[src/zigio_pkg.sv]
`timescale 1ns / 1ps
`default_nettype none
package zigio_pkg;

    localparam int ANALOG_CHANNELS = 4;
    localparam int MAX_CHANNELS    = 4;

    localparam logic [15:0] HEADER_LEN = 16'd15;
    localparam logic [15:0] ADDR_BYTES = 16'd8;
    localparam logic [15:0] INDEX_MAX  = 16'hFFFF;

    localparam logic [7:0] FRAME_TYPE_RESET = 8'd146;
    localparam logic [0:0] REG_FRAME_TYPE   = 1'b0;

    localparam logic [MAX_CHANNELS-1:0] CHANNEL_MASK =
        MAX_CHANNELS'((1 << ANALOG_CHANNELS) - 1);

    typedef enum logic [3:0] {
        CL_ADDR,
        CL_NWK_HI,
        CL_NWK_LO,
        CL_OPTIONS,
        CL_COUNT,
        CL_DMASK_HI,
        CL_DMASK_LO,
        CL_AMASK,
        CL_SAMPLE
    } t_class;

    typedef enum logic [2:0] {
        ST_OK         = 3'd0,
        ST_WRONG_TYPE = 3'd1,
        ST_SHORT      = 3'd2,
        ST_COUNT      = 3'd3,
        ST_TRUNCATED  = 3'd4,
        ST_TRAILING   = 3'd5
    } t_status;

    typedef struct packed {
        logic [7:0]  data;
        logic [7:0]  ftype;
        logic        first;
        logic        last;
        t_class      cls;
        logic [15:0] pos;
        logic [15:0] total;
    } t_item;

    function automatic logic [2:0] popcount4(input logic [MAX_CHANNELS-1:0] v);
        logic [2:0] n;
        n = 3'd0;
        for (int i = 0; i < MAX_CHANNELS; i++) begin
            n = n + {2'b00, v[i]};
        end
        return n;
    endfunction

endpackage
`default_nettype wire

[src/zigio_front.sv]
`timescale 1ns / 1ps
`default_nettype none
module zigio_front import zigio_pkg::*; (
    input  wire logic        i_clk,
    input  wire logic        i_rst_n,
    input  wire logic        i_valid,
    input  wire logic [7:0]  i_data_byte,
    input  wire logic [7:0]  i_frame_type,
    input  wire logic        i_last_byte,
    input  wire logic        i_full,
    output      logic        o_push,
    output      t_item       o_item
);

    logic [15:0] r_idx;
    logic [15:0] n_idx;
    logic [15:0] w_total;
    t_class      w_cls;

    assign o_push  = i_valid && !i_full;
    assign w_total = (r_idx == INDEX_MAX) ? INDEX_MAX : r_idx + 16'd1;

    always_comb begin
        priority if (r_idx < ADDR_BYTES) begin
            w_cls = CL_ADDR;
        end else if (r_idx == 16'd8) begin
            w_cls = CL_NWK_HI;
        end else if (r_idx == 16'd9) begin
            w_cls = CL_NWK_LO;
        end else if (r_idx == 16'd10) begin
            w_cls = CL_OPTIONS;
        end else if (r_idx == 16'd11) begin
            w_cls = CL_COUNT;
        end else if (r_idx == 16'd12) begin
            w_cls = CL_DMASK_HI;
        end else if (r_idx == 16'd13) begin
            w_cls = CL_DMASK_LO;
        end else if (r_idx == 16'd14) begin
            w_cls = CL_AMASK;
        end else begin
            w_cls = CL_SAMPLE;
        end
    end

    always_comb begin
        o_item.data  = i_data_byte;
        o_item.ftype = i_frame_type;
        o_item.first = (r_idx == 16'd0);
        o_item.last  = i_last_byte;
        o_item.cls   = w_cls;
        o_item.pos   = r_idx - HEADER_LEN;
        o_item.total = w_total;
    end

    always_comb begin
        n_idx = r_idx;
        if (o_push) begin
            n_idx = i_last_byte ? 16'd0 : w_total;
        end
    end

    always_ff @(posedge i_clk) begin
        if (!i_rst_n) begin
            r_idx <= 16'd0;
        end else begin
            r_idx <= n_idx;
        end
    end

endmodule
`default_nettype wire

[src/zigio_queue.sv]
`timescale 1ns / 1ps
`default_nettype none
module zigio_queue import zigio_pkg::*; (
    input  wire logic  i_clk,
    input  wire logic  i_rst_n,
    input  wire logic  i_push,
    input  wire t_item i_item,
    input  wire logic  i_pop,
    output      logic  o_full,
    output      logic  o_empty,
    output      t_item o_item
);

    t_item      r_mem [2];
    logic       r_wr;
    logic       r_rd;
    logic [1:0] r_count;
    logic [1:0] n_count;

    assign o_full  = (r_count == 2'd2);
    assign o_empty = (r_count == 2'd0);
    assign o_item  = r_mem[r_rd];

    always_comb begin
        n_count = r_count;
        if (i_push && !i_pop) begin
            n_count = r_count + 2'd1;
        end else if (i_pop && !i_push) begin
            n_count = r_count - 2'd1;
        end
    end

    always_ff @(posedge i_clk) begin
        if (!i_rst_n) begin
            r_wr    <= 1'b0;
            r_rd    <= 1'b0;
            r_count <= 2'd0;
        end else begin
            r_count <= n_count;
            if (i_push) begin
                r_wr <= ~r_wr;
            end
            if (i_pop) begin
                r_rd <= ~r_rd;
            end
        end
    end

    always_ff @(posedge i_clk) begin
        if (i_push) begin
            r_mem[r_wr] <= i_item;
        end
    end

endmodule
`default_nettype wire

[src/zigio_back.sv]
`timescale 1ns / 1ps
`default_nettype none
module zigio_back import zigio_pkg::*; (
    input  wire logic        i_clk,
    input  wire logic        i_rst_n,
    input  wire t_item       i_item,
    input  wire logic        i_empty,
    input  wire logic [7:0]  i_type_cfg,
    input  wire logic        i_stall,
    output      logic        o_pop,
    output      logic        o_valid,
    output      logic [2:0]  o_status,
    output      logic [63:0] o_source_address,
    output      logic [15:0] o_network_address,
    output      logic [7:0]  o_receive_options,
    output      logic [15:0] o_digital_mask,
    output      logic [7:0]  o_analog_mask,
    output      logic [15:0] o_digital_values,
    output      logic [63:0] o_analog_values
);

    // frame state
    logic [7:0]  r_latched, n_latched;
    logic [63:0] r_addr, n_addr;
    logic [15:0] r_nwk, n_nwk;
    logic [7:0]  r_opts, n_opts;
    logic        r_count_one, n_count_one;
    logic [15:0] r_dmask, n_dmask;
    logic [7:0]  r_amask, n_amask;
    logic [15:0] r_dword, n_dword;
    logic [15:0] r_aw [MAX_CHANNELS];
    logic [15:0] n_aw [MAX_CHANNELS];
    logic [7:0]  r_hold, n_hold;
    logic [1:0]  r_chan, n_chan;

    // result register
    logic        r_valid;
    t_status     r_status;
    logic [63:0] r_o_addr;
    logic [15:0] r_o_nwk;
    logic [7:0]  r_o_opts;
    logic [15:0] r_o_dmask;
    logic [7:0]  r_o_amask;
    logic [15:0] r_o_dval;
    logic [63:0] r_o_aval;

    logic                    w_do;
    logic                    w_emit;
    t_status                 w_status;
    logic [MAX_CHANNELS-1:0] w_en;
    logic [2:0]              w_pop_n;
    logic [15:0]             w_expected;
    logic [63:0]             w_aval;

    assign w_do   = !i_empty && (!i_item.last || !r_valid || !i_stall);
    assign w_emit = w_do && i_item.last;
    assign o_pop  = w_do;

    always_comb begin
        logic [15:0]             q;
        logic [14:0]             k;
        logic [MAX_CHANNELS-1:0] en_cur;
        logic [2:0]              pop_cur;
        logic [2:0]              seen;
        logic [1:0]              kth;
        logic                    found;
        logic                    digital_part;

        n_latched   = r_latched;
        n_addr      = r_addr;
        n_nwk       = r_nwk;
        n_opts      = r_opts;
        n_count_one = r_count_one;
        n_dmask     = r_dmask;
        n_amask     = r_amask;
        n_dword     = r_dword;
        n_aw        = r_aw;
        n_hold      = r_hold;
        n_chan      = r_chan;

        en_cur       = r_amask[MAX_CHANNELS-1:0] & CHANNEL_MASK;
        pop_cur      = popcount4(en_cur);
        digital_part = (r_dmask != 16'd0) && (i_item.pos < 16'd2);
        q            = (r_dmask != 16'd0) ? i_item.pos - 16'd2 : i_item.pos;
        k            = q[15:1];
        seen         = 3'd0;
        kth          = 2'd0;
        found        = 1'b0;
        for (int c = 0; c < MAX_CHANNELS; c++) begin
            if (en_cur[c] && !found) begin
                if (seen == k[2:0]) begin
                    kth   = 2'(c);
                    found = 1'b1;
                end
                seen = seen + 3'd1;
            end
        end

        if (w_do) begin
            if (i_item.first) begin
                n_latched = i_item.ftype;
            end
            unique case (i_item.cls)
                CL_ADDR:     n_addr      = {r_addr[55:0], i_item.data};
                CL_NWK_HI:   n_nwk       = {i_item.data, 8'h00};
                CL_NWK_LO:   n_nwk       = {r_nwk[15:8], i_item.data};
                CL_OPTIONS:  n_opts      = i_item.data;
                CL_COUNT:    n_count_one = (i_item.data == 8'd1);
                CL_DMASK_HI: n_dmask     = {i_item.data, 8'h00};
                CL_DMASK_LO: n_dmask     = {r_dmask[15:8], i_item.data};
                CL_AMASK:    n_amask     = i_item.data;
                CL_SAMPLE: begin
                    if (digital_part) begin
                        if (!i_item.pos[0]) begin
                            n_hold = i_item.data;
                        end else begin
                            n_dword = {r_hold, i_item.data};
                        end
                    end else if (k < {12'd0, pop_cur}) begin
                        if (!q[0]) begin
                            n_chan = kth;
                            n_hold = i_item.data;
                        end else begin
                            n_aw[r_chan] = {r_hold, i_item.data};
                        end
                    end
                end
                default: n_hold = r_hold;
            endcase
        end
    end

    assign w_en       = n_amask[MAX_CHANNELS-1:0] & CHANNEL_MASK;
    assign w_pop_n    = popcount4(w_en);
    assign w_expected = HEADER_LEN + ((n_dmask != 16'd0) ? 16'd2 : 16'd0)
                      + {12'd0, w_pop_n, 1'b0};

    always_comb begin
        priority if (n_latched != i_type_cfg) begin
            w_status = ST_WRONG_TYPE;
        end else if (i_item.total < HEADER_LEN) begin
            w_status = ST_SHORT;
        end else if (!n_count_one) begin
            w_status = ST_COUNT;
        end else if (i_item.total < w_expected) begin
            w_status = ST_TRUNCATED;
        end else if (i_item.total > w_expected) begin
            w_status = ST_TRAILING;
        end else begin
            w_status = ST_OK;
        end
    end

    always_comb begin
        w_aval = 64'd0;
        for (int c = 0; c < ANALOG_CHANNELS; c++) begin
            if (w_en[c]) begin
                w_aval[16*c +: 16] = n_aw[c];
            end
        end
    end

    always_ff @(posedge i_clk) begin
        if (!i_rst_n) begin
            r_valid <= 1'b0;
        end else if (w_emit) begin
            r_valid <= 1'b1;
        end else if (!i_stall) begin
            r_valid <= 1'b0;
        end
    end

    always_ff @(posedge i_clk) begin
        r_latched   <= n_latched;
        r_addr      <= n_addr;
        r_nwk       <= n_nwk;
        r_opts      <= n_opts;
        r_count_one <= n_count_one;
        r_dmask     <= n_dmask;
        r_amask     <= n_amask;
        r_dword     <= n_dword;
        r_aw        <= n_aw;
        r_hold      <= n_hold;
        r_chan      <= n_chan;
        if (w_emit) begin
            r_status <= w_status;
            if (w_status == ST_OK) begin
                r_o_addr  <= n_addr;
                r_o_nwk   <= n_nwk;
                r_o_opts  <= n_opts;
                r_o_dmask <= n_dmask;
                r_o_amask <= n_amask;
                r_o_dval  <= (n_dmask != 16'd0) ? n_dword : 16'd0;
                r_o_aval  <= w_aval;
            end else begin
                r_o_addr  <= 64'd0;
                r_o_nwk   <= 16'd0;
                r_o_opts  <= 8'd0;
                r_o_dmask <= 16'd0;
                r_o_amask <= 8'd0;
                r_o_dval  <= 16'd0;
                r_o_aval  <= 64'd0;
            end
        end
    end

    assign o_valid           = r_valid;
    assign o_status          = r_status;
    assign o_source_address  = r_o_addr;
    assign o_network_address = r_o_nwk;
    assign o_receive_options = r_o_opts;
    assign o_digital_mask    = r_o_dmask;
    assign o_analog_mask     = r_o_amask;
    assign o_digital_values  = r_o_dval;
    assign o_analog_values   = r_o_aval;

endmodule
`default_nettype wire

[src/zigbee_io_sample_frame_decoder.sv]
`timescale 1ns / 1ps
// result path: a frame's last byte is written into the two-entry queue; the field
// update stage pops it, once a pending word is taken, and registers its result word
// throughput: one byte word per cycle while no result word is held by i_stall; the
// classify stage, the two-entry queue and the field update stage then run every cycle
// reset: synchronous, active low; clears the byte counter, queue and result valid,
// frame type register returns to 146
`default_nettype none
module zigbee_io_sample_frame_decoder import zigio_pkg::*; (
    input  wire logic        i_clk,
    input  wire logic        i_rst_n,
    input  wire logic        i_valid,
    output      logic        o_stall,
    input  wire logic [7:0]  i_data_byte,
    input  wire logic [7:0]  i_frame_type,
    input  wire logic        i_last_byte,
    output      logic        o_valid,
    input  wire logic        i_stall,
    output      logic [2:0]  o_status,
    output      logic [63:0] o_source_address,
    output      logic [15:0] o_network_address,
    output      logic [7:0]  o_receive_options,
    output      logic [15:0] o_digital_mask,
    output      logic [7:0]  o_analog_mask,
    output      logic [15:0] o_digital_values,
    output      logic [63:0] o_analog_values,
    input  wire logic        psel,
    input  wire logic        penable,
    input  wire logic        pwrite,
    input  wire logic [2:0]  paddr,
    input  wire logic [31:0] pwdata,
    output      logic [31:0] prdata,
    output      logic        pready
);

    logic [7:0] r_type_cfg;
    logic       w_push;
    logic       w_pop;
    logic       w_full;
    logic       w_empty;
    t_item      w_front_item;
    t_item      w_queue_item;

    assign pready = 1'b1;
    assign prdata = (paddr[2] == REG_FRAME_TYPE) ? {24'd0, r_type_cfg} : 32'd0;

    always_ff @(posedge i_clk) begin
        if (!i_rst_n) begin
            r_type_cfg <= FRAME_TYPE_RESET;
        end else if (psel && penable && pwrite && pready && paddr[2] == REG_FRAME_TYPE) begin
            r_type_cfg <= pwdata[7:0];
        end
    end

    assign o_stall = w_full;

    zigio_front u_front (
        .i_clk        (i_clk),
        .i_rst_n      (i_rst_n),
        .i_valid      (i_valid),
        .i_data_byte  (i_data_byte),
        .i_frame_type (i_frame_type),
        .i_last_byte  (i_last_byte),
        .i_full       (w_full),
        .o_push       (w_push),
        .o_item       (w_front_item)
    );

    zigio_queue u_queue (
        .i_clk   (i_clk),
        .i_rst_n (i_rst_n),
        .i_push  (w_push),
        .i_item  (w_front_item),
        .i_pop   (w_pop),
        .o_full  (w_full),
        .o_empty (w_empty),
        .o_item  (w_queue_item)
    );

    zigio_back u_back (
        .i_clk             (i_clk),
        .i_rst_n           (i_rst_n),
        .i_item            (w_queue_item),
        .i_empty           (w_empty),
        .i_type_cfg        (r_type_cfg),
        .i_stall           (i_stall),
        .o_pop             (w_pop),
        .o_valid           (o_valid),
        .o_status          (o_status),
        .o_source_address  (o_source_address),
        .o_network_address (o_network_address),
        .o_receive_options (o_receive_options),
        .o_digital_mask    (o_digital_mask),
        .o_analog_mask     (o_analog_mask),
        .o_digital_values  (o_digital_values),
        .o_analog_values   (o_analog_values)
    );

    a_reset_no_word: assert property (@(posedge i_clk)
        !i_rst_n |=> !o_valid)
        else $error("result word valid right after reset");

    a_error_zero: assert property (@(posedge i_clk) disable iff (!i_rst_n)
        (o_valid && o_status != ST_OK) |->
            (o_source_address == 64'd0 && o_analog_values == 64'd0 &&
             o_digital_mask == 16'd0))
        else $error("error word carries data");

    a_digital_absent: assert property (@(posedge i_clk) disable iff (!i_rst_n)
        (o_valid && o_digital_mask == 16'd0) |-> o_digital_values == 16'd0)
        else $error("digital values without digital mask");

    a_analog_absent: assert property (@(posedge i_clk) disable iff (!i_rst_n)
        (o_valid && !o_analog_mask[0]) |-> o_analog_values[15:0] == 16'd0)
        else $error("analog channel 0 present while disabled");

endmodule
`default_nettype wire
[config.mk]
export PLATFORM = sky130hd
export DESIGN_NAME = zigbee_io_sample_frame_decoder
export DESIGN_NICKNAME = d
export VERILOG_FILES = /design/src/zigio_pkg.sv /design/src/zigio_front.sv /design/src/zigio_queue.sv /design/src/zigio_back.sv /design/src/zigbee_io_sample_frame_decoder.sv
export SDC_FILE = /design/constraint.sdc
export NUM_CORES = 1
export LEC_CHECK = 0
export CAP_MARGIN = 25
export CORE_MARGIN = 4
export CORE_UTILIZATION = 30
export DETAILED_ROUTE_END_ITERATION = 10
export DONT_BUFFER_PORTS = 1
export GPL_TIMING_DRIVEN = 0
export HOLD_SLACK_MARGIN = 0.02
export PLACE_DENSITY = 0.55
export SYNTH_ARGS = -nofsm -noshare
export SYNTH_HDL_FRONTEND = slang
export SYNTH_HIERARCHICAL = 1
export SYNTH_SLANG_ARGS = --single-unit
[constraint.sdc]
create_clock -name i_clk -period 19.1 [get_ports i_clk]
set_input_delay 2.865 -clock i_clk [delete_from_list [all_inputs] [get_ports i_clk]]
set_output_delay 2.865 -clock i_clk [all_outputs]
set_load 0.02 [all_outputs]
Yosys cells after proc, flatten, opt, wreduce, memory -nomap -nowiden
Memory sizes are Yosys's and may differ from the RTL's. A register that Yosys moved wholly into a read port is not among the register bits. Cells that the tools add are included.

Register bits after elaboration: 435. Memories kept: 1. Word-level logic and storage cells: 198. Bits in writable memories: 108.

Equality and inequality tests: 25. Reductions and logical operators: 41. Mux-type cells: 71. Order comparisons: 8. Bitwise gates (word level): 6. Add/subtract/negate cells: 15.

Memories: u_queue.r_mem (words 2, bits a word 54, rd ports 1, clocked after Yosys merged registers in 1, write ports 1, line zigio_queue.sv:14) `t_item r_mem [2];`.

Operator list (number): two-way mux 64 bit (7); two-way mux 16 bit (10); equality test 16 x 4 -> 1 bit, second input constant (7); two-way mux 8 bit (11); bitwise mux 64 bit (1); one-hot mux 16 bit (2 select lines) (2); demux 16 bit (select 2 bit) (1); less-than comparator 16 x 4 -> 1 bit, second input constant (2); two-way mux 4 bit (8); nonzero test 16 bit (2); two-way mux 3 bit (7); adder 16 x 1 -> 16 bit, second input constant (1); adder 16 x 4 -> 16 bit (1); adder 4 x 16 -> 16 bit, first input constant (1); equality test 16 bit, second input constant (1); equality test 4 x 3 -> 1 bit, second input constant (4); > comparator 16 bit (1); zero test 16 bit (1); less-than comparator 16 bit (1); less-than comparator 16 x 2 -> 1 bit, second input constant (1); two-way mux 1 bit (16); two-way mux 2 bit (8); subtractor 16 x 2 -> 16 bit, second input constant (1); subtractor 16 x 4 -> 16 bit, second input constant (1); other kinds (28) (70).

Longest topological paths before layout
Word-level depth: 17. Mapped depth: 27. Mapped depth without buffers: 22.

Modules after synthesis
Netlist, hierarchy kept.

Modules (own cells, without submodules): zigio_back (area an instance 15818.9 um2, times used 1, cells an instance 1113); zigio_queue (area an instance 4131.5 um2, times used 1, cells an instance 190); zigio_front (area an instance 1545.2 um2, times used 1, cells an instance 212); zigbee_io_sample_frame_decoder (area an instance 605.6 um2, times used 1, cells an instance 70).

Worst setup path before layout
OpenSTA, ideal clock, no wires.

Kind: input-to-reg. Start: input port i_stall. End: register u_back.r_o_amask[0] (netlist: u_back/o_analog_mask[0]), enable pin. Required time: 18.521 ns. Path buffers: 0. Arrival: 7.671 ns. Stages on the path: 2. Slack: 10.850 ns. Cell sequence: a31oi_1 > and2_1.

Cells in the longest elaborated chain, start to end: 4.

RTL lines: start, declared (line zigbee_io_sample_frame_decoder.sv:18) `input wire logic i_stall,`; zero test 1 bit (line zigio_back.sv:55) `assign w_do = !i_empty && (!i_item.last || !r_valid || !i_stall);`; logical OR 1 bit (line zigio_back.sv:55); logical AND 1 bit (line zigio_back.sv:55); logical AND 1 bit (line zigio_back.sv:56) `assign w_emit = w_do && i_item.last;`; via u_back.w_emit (line zigio_back.sv:48) `logic w_emit;`; end signal, assigned (line zigio_back.sv:192) `r_o_amask <= n_amask;`; end, declared (line zigio_back.sv:43) `logic [7:0] r_o_amask;`.

The timed path passes the listed nets, and every way through them passes these cells. A chain may end at the register's enable or synchronous reset.

Worst setup path in the final report
Start: input port i_stall. End: register u_back.r_o_aval[42] (netlist: u_back/o_analog_values[42]), data pin.

Cells in the longest elaborated chain, start to end: 16. Elaborated cells between the ends (all ways): 25. Those cells by class: 5 x add/sub; 2 x order compare; 1 x eq/ne; 11 x mux; 6 x reduce/logical.

RTL lines: zero test 1 bit * (line zigio_back.sv:55); logical OR 1 bit * (line zigio_back.sv:55); logical AND 1 bit * (line zigio_back.sv:55); two-way mux 16 bit or two-way mux 8 bit (tied branches) (line zigio_back.sv:99) `if (w_do) begin`; nonzero test 16 bit or adder 1 x 1 -> 2 bit (tied branches) (line zigio_back.sv:135, zigio_pkg.sv:53); two-way mux 2 bit or adder 3 x 1 -> 3 bit (tied branches) (line zigio_back.sv:135, zigio_pkg.sv:53); adder 4 x 16 -> 16 bit or adder 3 x 1 -> 3 bit (tied branches) (line zigio_back.sv:135, zigio_pkg.sv:53); adder 16 x 4 -> 16 bit (line zigio_back.sv:136) `+ {12'd0, w_pop_n, 1'b0};`; > comparator 16 bit (line zigio_back.sv:147) `end else if (i_item.total > w_expected) begin`; two-way mux 3 bit (line zigio_back.sv:147); two-way mux 3 bit (line zigio_back.sv:145) `end else if (i_item.total < w_expected) begin`; two-way mux 3 bit (line zigio_back.sv:143) `end else if (!n_count_one) begin`; two-way mux 3 bit (line zigio_back.sv:141) `end else if (i_item.total < HEADER_LEN) begin`; two-way mux 3 bit (line zigio_back.sv:139) `priority if (n_latched != i_type_cfg) begin`; zero test 3 bit (line zigio_back.sv:187) `if (w_status == ST_OK) begin`; AND reduction 2 bit (no line); end signal, assigned (line zigio_back.sv:194) `r_o_aval <= w_aval;`; end, declared (line zigio_back.sv:45) `logic [63:0] r_o_aval;`.

Mark *: on every way between the ends. The rest lies on a longest branch, timed or not.

==> results.py <==
metrics = {
    "sta": {
        "hold_violations": 0,
        "hold_slack_ps": 468,
        "fin_skew_ps": 64.1,
        "post-route-min-period_ps": 9720,
        "max_freq_mhz": 103,
        "fin_crit_sh_pct": 50.9,
        "max_slew_margin_pct": 34.6,
        "max_slew.worst_pin.slew_ps": 954,
        "rsz0062_at_grt": "false",
        "slew_violations": 0,
        "finalSetupViolCount": 0,
        "tns_ps": 0,
    },
    "critical_path": {
        "path_buf_inv": 8,
        "slowest_stage": "mux2i_1",
        "crit_family": "simple AND/OR/NAND/NOR gates",
        "end_kind": "flop",
        "critPathKind": "in -> reg",
        "worstPathMaxFanout": 10,
        "slowest_delay_ps": 870,
        "critical_path.cell_chain": "a31oi_1, nand3b_1, nor2_2, mux2i_1, clkbuf_1, fa_1, inv_1, ha_1, inv_1, ha_1, inv_1, ha_1, ha_1, inv_1, ha_1, nand4_1, nor4_1, nand3_1, inv_1, clkbuf_1, nand4_1, clkbuf_1, nor2b_1",
        "cp-start-kind": "primary input",
        "cp.required_ps": 19570,
        "worstPathArrival_ps": 10190,
    },
    "power": {
        "seqPwrFrac_pct": 48.6,
        "p_leak_uw": 0.00912,
        "swShare_pct": 31.8,
        "p_sw_uw": 1170,
        "p_clk_share_pct": 32.3,
        "power_frac_comb_pct": 19.1,
        "p_int_uw": 2520,
        "power.density_nw_per_um2": 145,
        "peakVddDrop_uv": 76.4,
    },
    "drt": {
        "dr.pass1.iters": 5,
        "vias": 12400,
        "wirelength_um": 53000,
        "drtIter0Drc": 649,
        "avgRoutedWirePerCell_um": 19.7,
        "viasPerCell": 4.64,
        "drcViolationCount": 0,
        "detail-route-antenna-nets": 0,
    },
    "synthesis": {
        "syn_area_per_cell_um2": 13.9,
        "async_reset_ff_share_pct": 0,
        "synth_seq_area_share_pct": 63.5,
        "synth_area_um2": 22100,
        "ys_types": 78,
        "ys_dominant_reg_cell": "edfxtp_1",
        "synth_warnings": 6,
        "syn-instance-count": 1585,
        "synth-seq-cells": 544,
        "synth_edf_count": 313,
    },
    "clock_network": {
        "cts_hold_buffers": 0,
        "clk_pin_slew_worst_paths_ps": 60,
        "cts-resized-gates": 0,
        "clock_sinks": 544,
        "cts_max_path_buffers": 3,
        "htree_levels": 2,
        "cts_buffers": 57,
        "clock_latency_ps": 640,
        "cts-root-buf": "clkbuf_16",
        "cts_tree": "done",
        "cts_setup_buffers": 0,
    },
    "layout": {
        "seq_area_um2": 14000,
        "final_cell_area_um2": 25600,
        "area_delta_synth_final_pct": 15.7,
        "multi_input_area_um2": 7290,
        "layout-drive-gt1-share_pct": 26.8,
        "nNetsFinal": 1757,
        "nFillCells": 6988,
    },
    "grt": {
        "gr-total-overflow": 0,
        "antenna_found_initial": 1,
        "grt_pass1_wl_um": 79000,
        "track_usage_pct": 13.0,
        "grt_start_max_net_pins": 66,
        "grt_pass1_vias": 12600,
    },
    "die": {
        "ios": 289,
        "core_area_um2": 73000,
        "fp.dieH_um": 279,
        "rows": 99,
        "start_util_pct": 30.3,
        "die_x_um": 279,
        "dieArea_um2": 78100,
    },
    "placed_design": {
        "port_buffers": 0,
        "hpwlAfterDp_um": 37600,
        "placed_area_um2": 23500,
        "gp_congestion": 0.847,
    },
    "flow_run": {
        "drv_cap": 0,
    },
    "outcome": {
        "status": "complete, no violations",
    },
    "hold_path": {
        "min_path_type": "reg -> reg",
    },
}
Yosys cell counts (all sizes together), types with 11 or more instances:
| cell type | n | area [µm²] |
|---|---|---|
| a31oi | 11 | 68.8 |
| xnor2 | 11 | 115 |
| a21oi | 22 | 110 |
| nand4 | 18 | 179 |
| nand2b | 12 | 75.1 |
| dfxtp | 231 | 4620 |
| nand2 | 69 | 259 |
| mux2i | 15 | 150 |
| ha | 23 | 288 |
| mux2 | 229 | 2730 |
| inv | 40 | 150 |
| nor2 | 34 | 130 |
| edfxtp | 313 | 9400 |
| clkbuf | 41 | 155 |
| nor3b | 46 | 435 |
| and3 | 18 | 113 |
| xor2 | 18 | 158 |
| nor3 | 36 | 190 |
| nor4 | 22 | 169 |
| nor2b | 148 | 926 |
| o21ai | 30 | 150 |
| buf | 79 | 576 |
| nand3 | 28 | 140 |
kinds of logic (layout without fill, tap and decap cells):
family | Yosys count | count (layout) | synth area share, %
flip-flops | 544 | 544 | 63.5
AO/OA/AOI/OAI | 109 | 109 | 3.40
XOR/XNOR | 29 | 29 | 1.23
AND/OR/NAND/NOR | 470 | 470 | 13.3
adder cells (fa/ha/maj) | 26 | 26 | 1.53
multiplexers | 244 | 244 | 13.0
other | 2 | 26 | 0.0340
buffers and inverters | 161 | 275 | 4.00
cells in the final DEF (no fill, tap or decap), types with 8 or more instances in the layout:
cell type and count:
a21oi_1 22, a22o_1 8, a31oi_1 11, and2b_2 9, and3_1 18, buf_2 22
buf_4 46, buf_6 11, bufinv_16 10, clkbuf_1 49, clkbuf_16 57, clkinv_2 12
conb_1 25, dfxtp_1 231, edfxtp_1 313, ha_1 23, inv_1 40, mux2_2 189
mux2_4 40, mux2i_1 15, nand2_1 69, nand2b_1 12, nand3_1 28, nand4_1 13
nor2_1 33, nor2b_1 147, nor3_1 34, nor3b_1 28, nor3b_2 18, nor4_1 17
o21ai_0 28, xnor2_1 10, xor2_1 18
sequential cells by signal (all words and copies together) (netlist names), 16 cells and up, named ones only:
register                  flops
u_front/r_idx                16
u_back/o_analog_values       64
u_back/o_source_address      64
u_back/o_digital_mask        16
u_back/r_dword               16
u_back/r_nwk                 16
u_queue/r_mem               108
u_back/o_digital_values      16
u_back/r_dmask               16
u_back/r_addr                64
u_back/r_aw                  64
u_back/o_network_address     16
through the flow:
step                      cells  util [%]  power (µW)  setup slack, ps
after global routing       2681      35.0        3880             8810
after detailed placement   2572      32.2        2540             8550
final                      2682      35.1        3700             9380
after floorplan            1608         -        2300            10850
after global placement     2567      32.1        2530             8550
after CTS                  2680      35.0        3750             9170
power by group through the flow:
stage	combinational (µW)	sequential, µW	clock [µW]
after global placement	664	1870	0
after CTS	712	1810	1230
after detailed placement	707	1830	0
after floorplan	516	1790	0
final	706	1800	1190
after global routing	782	1820	1280
layer usage:
| layer | global-route usage (%) | routed length [µm] | vias to the layer above |
|---|---|---|---|
| met1 | 16.7 | 23000 | 6188 |
| met2 | 22.1 | 25800 | 317 |
| li1 | - | - | 5858 |
| met4 | 3.76 | 1250 | 0 |
| met5 | 0 | 0 | - |
| met3 | 3.11 | 2950 | 75 |
path summary, 6_finish.rpt:
| path | cells after the start | to | startpoint | slack, ps |
|---|---|---|---|---|
| setup / recovery | 23 | u_back/o_analog_values[42] | i_stall | 9380 |
| hold / removal | 1 | u_back/r_aw[7] | u_back/r_aw[7] | 470 |
| setup reg to reg | 26 | u_back/o_analog_values[42] | flop | 10340 |
| hold reg to reg | 1 | u_back/r_aw[7] | u_back/r_aw[7] | 470 |
area by class of cell:
type	count	share of cell area [%]
plain buffers	120	2.86
inverters	41	0.602
clock inverters	38	2.06
diodes	1	0.00979
well taps	959	4.69
multi-input cells	903	28.5
repair buffers	6	0.509
clock buffers	70	5.92
flip-flops and latches	544	54.8
No activity file was read; power rests on OpenSTA's default activity.
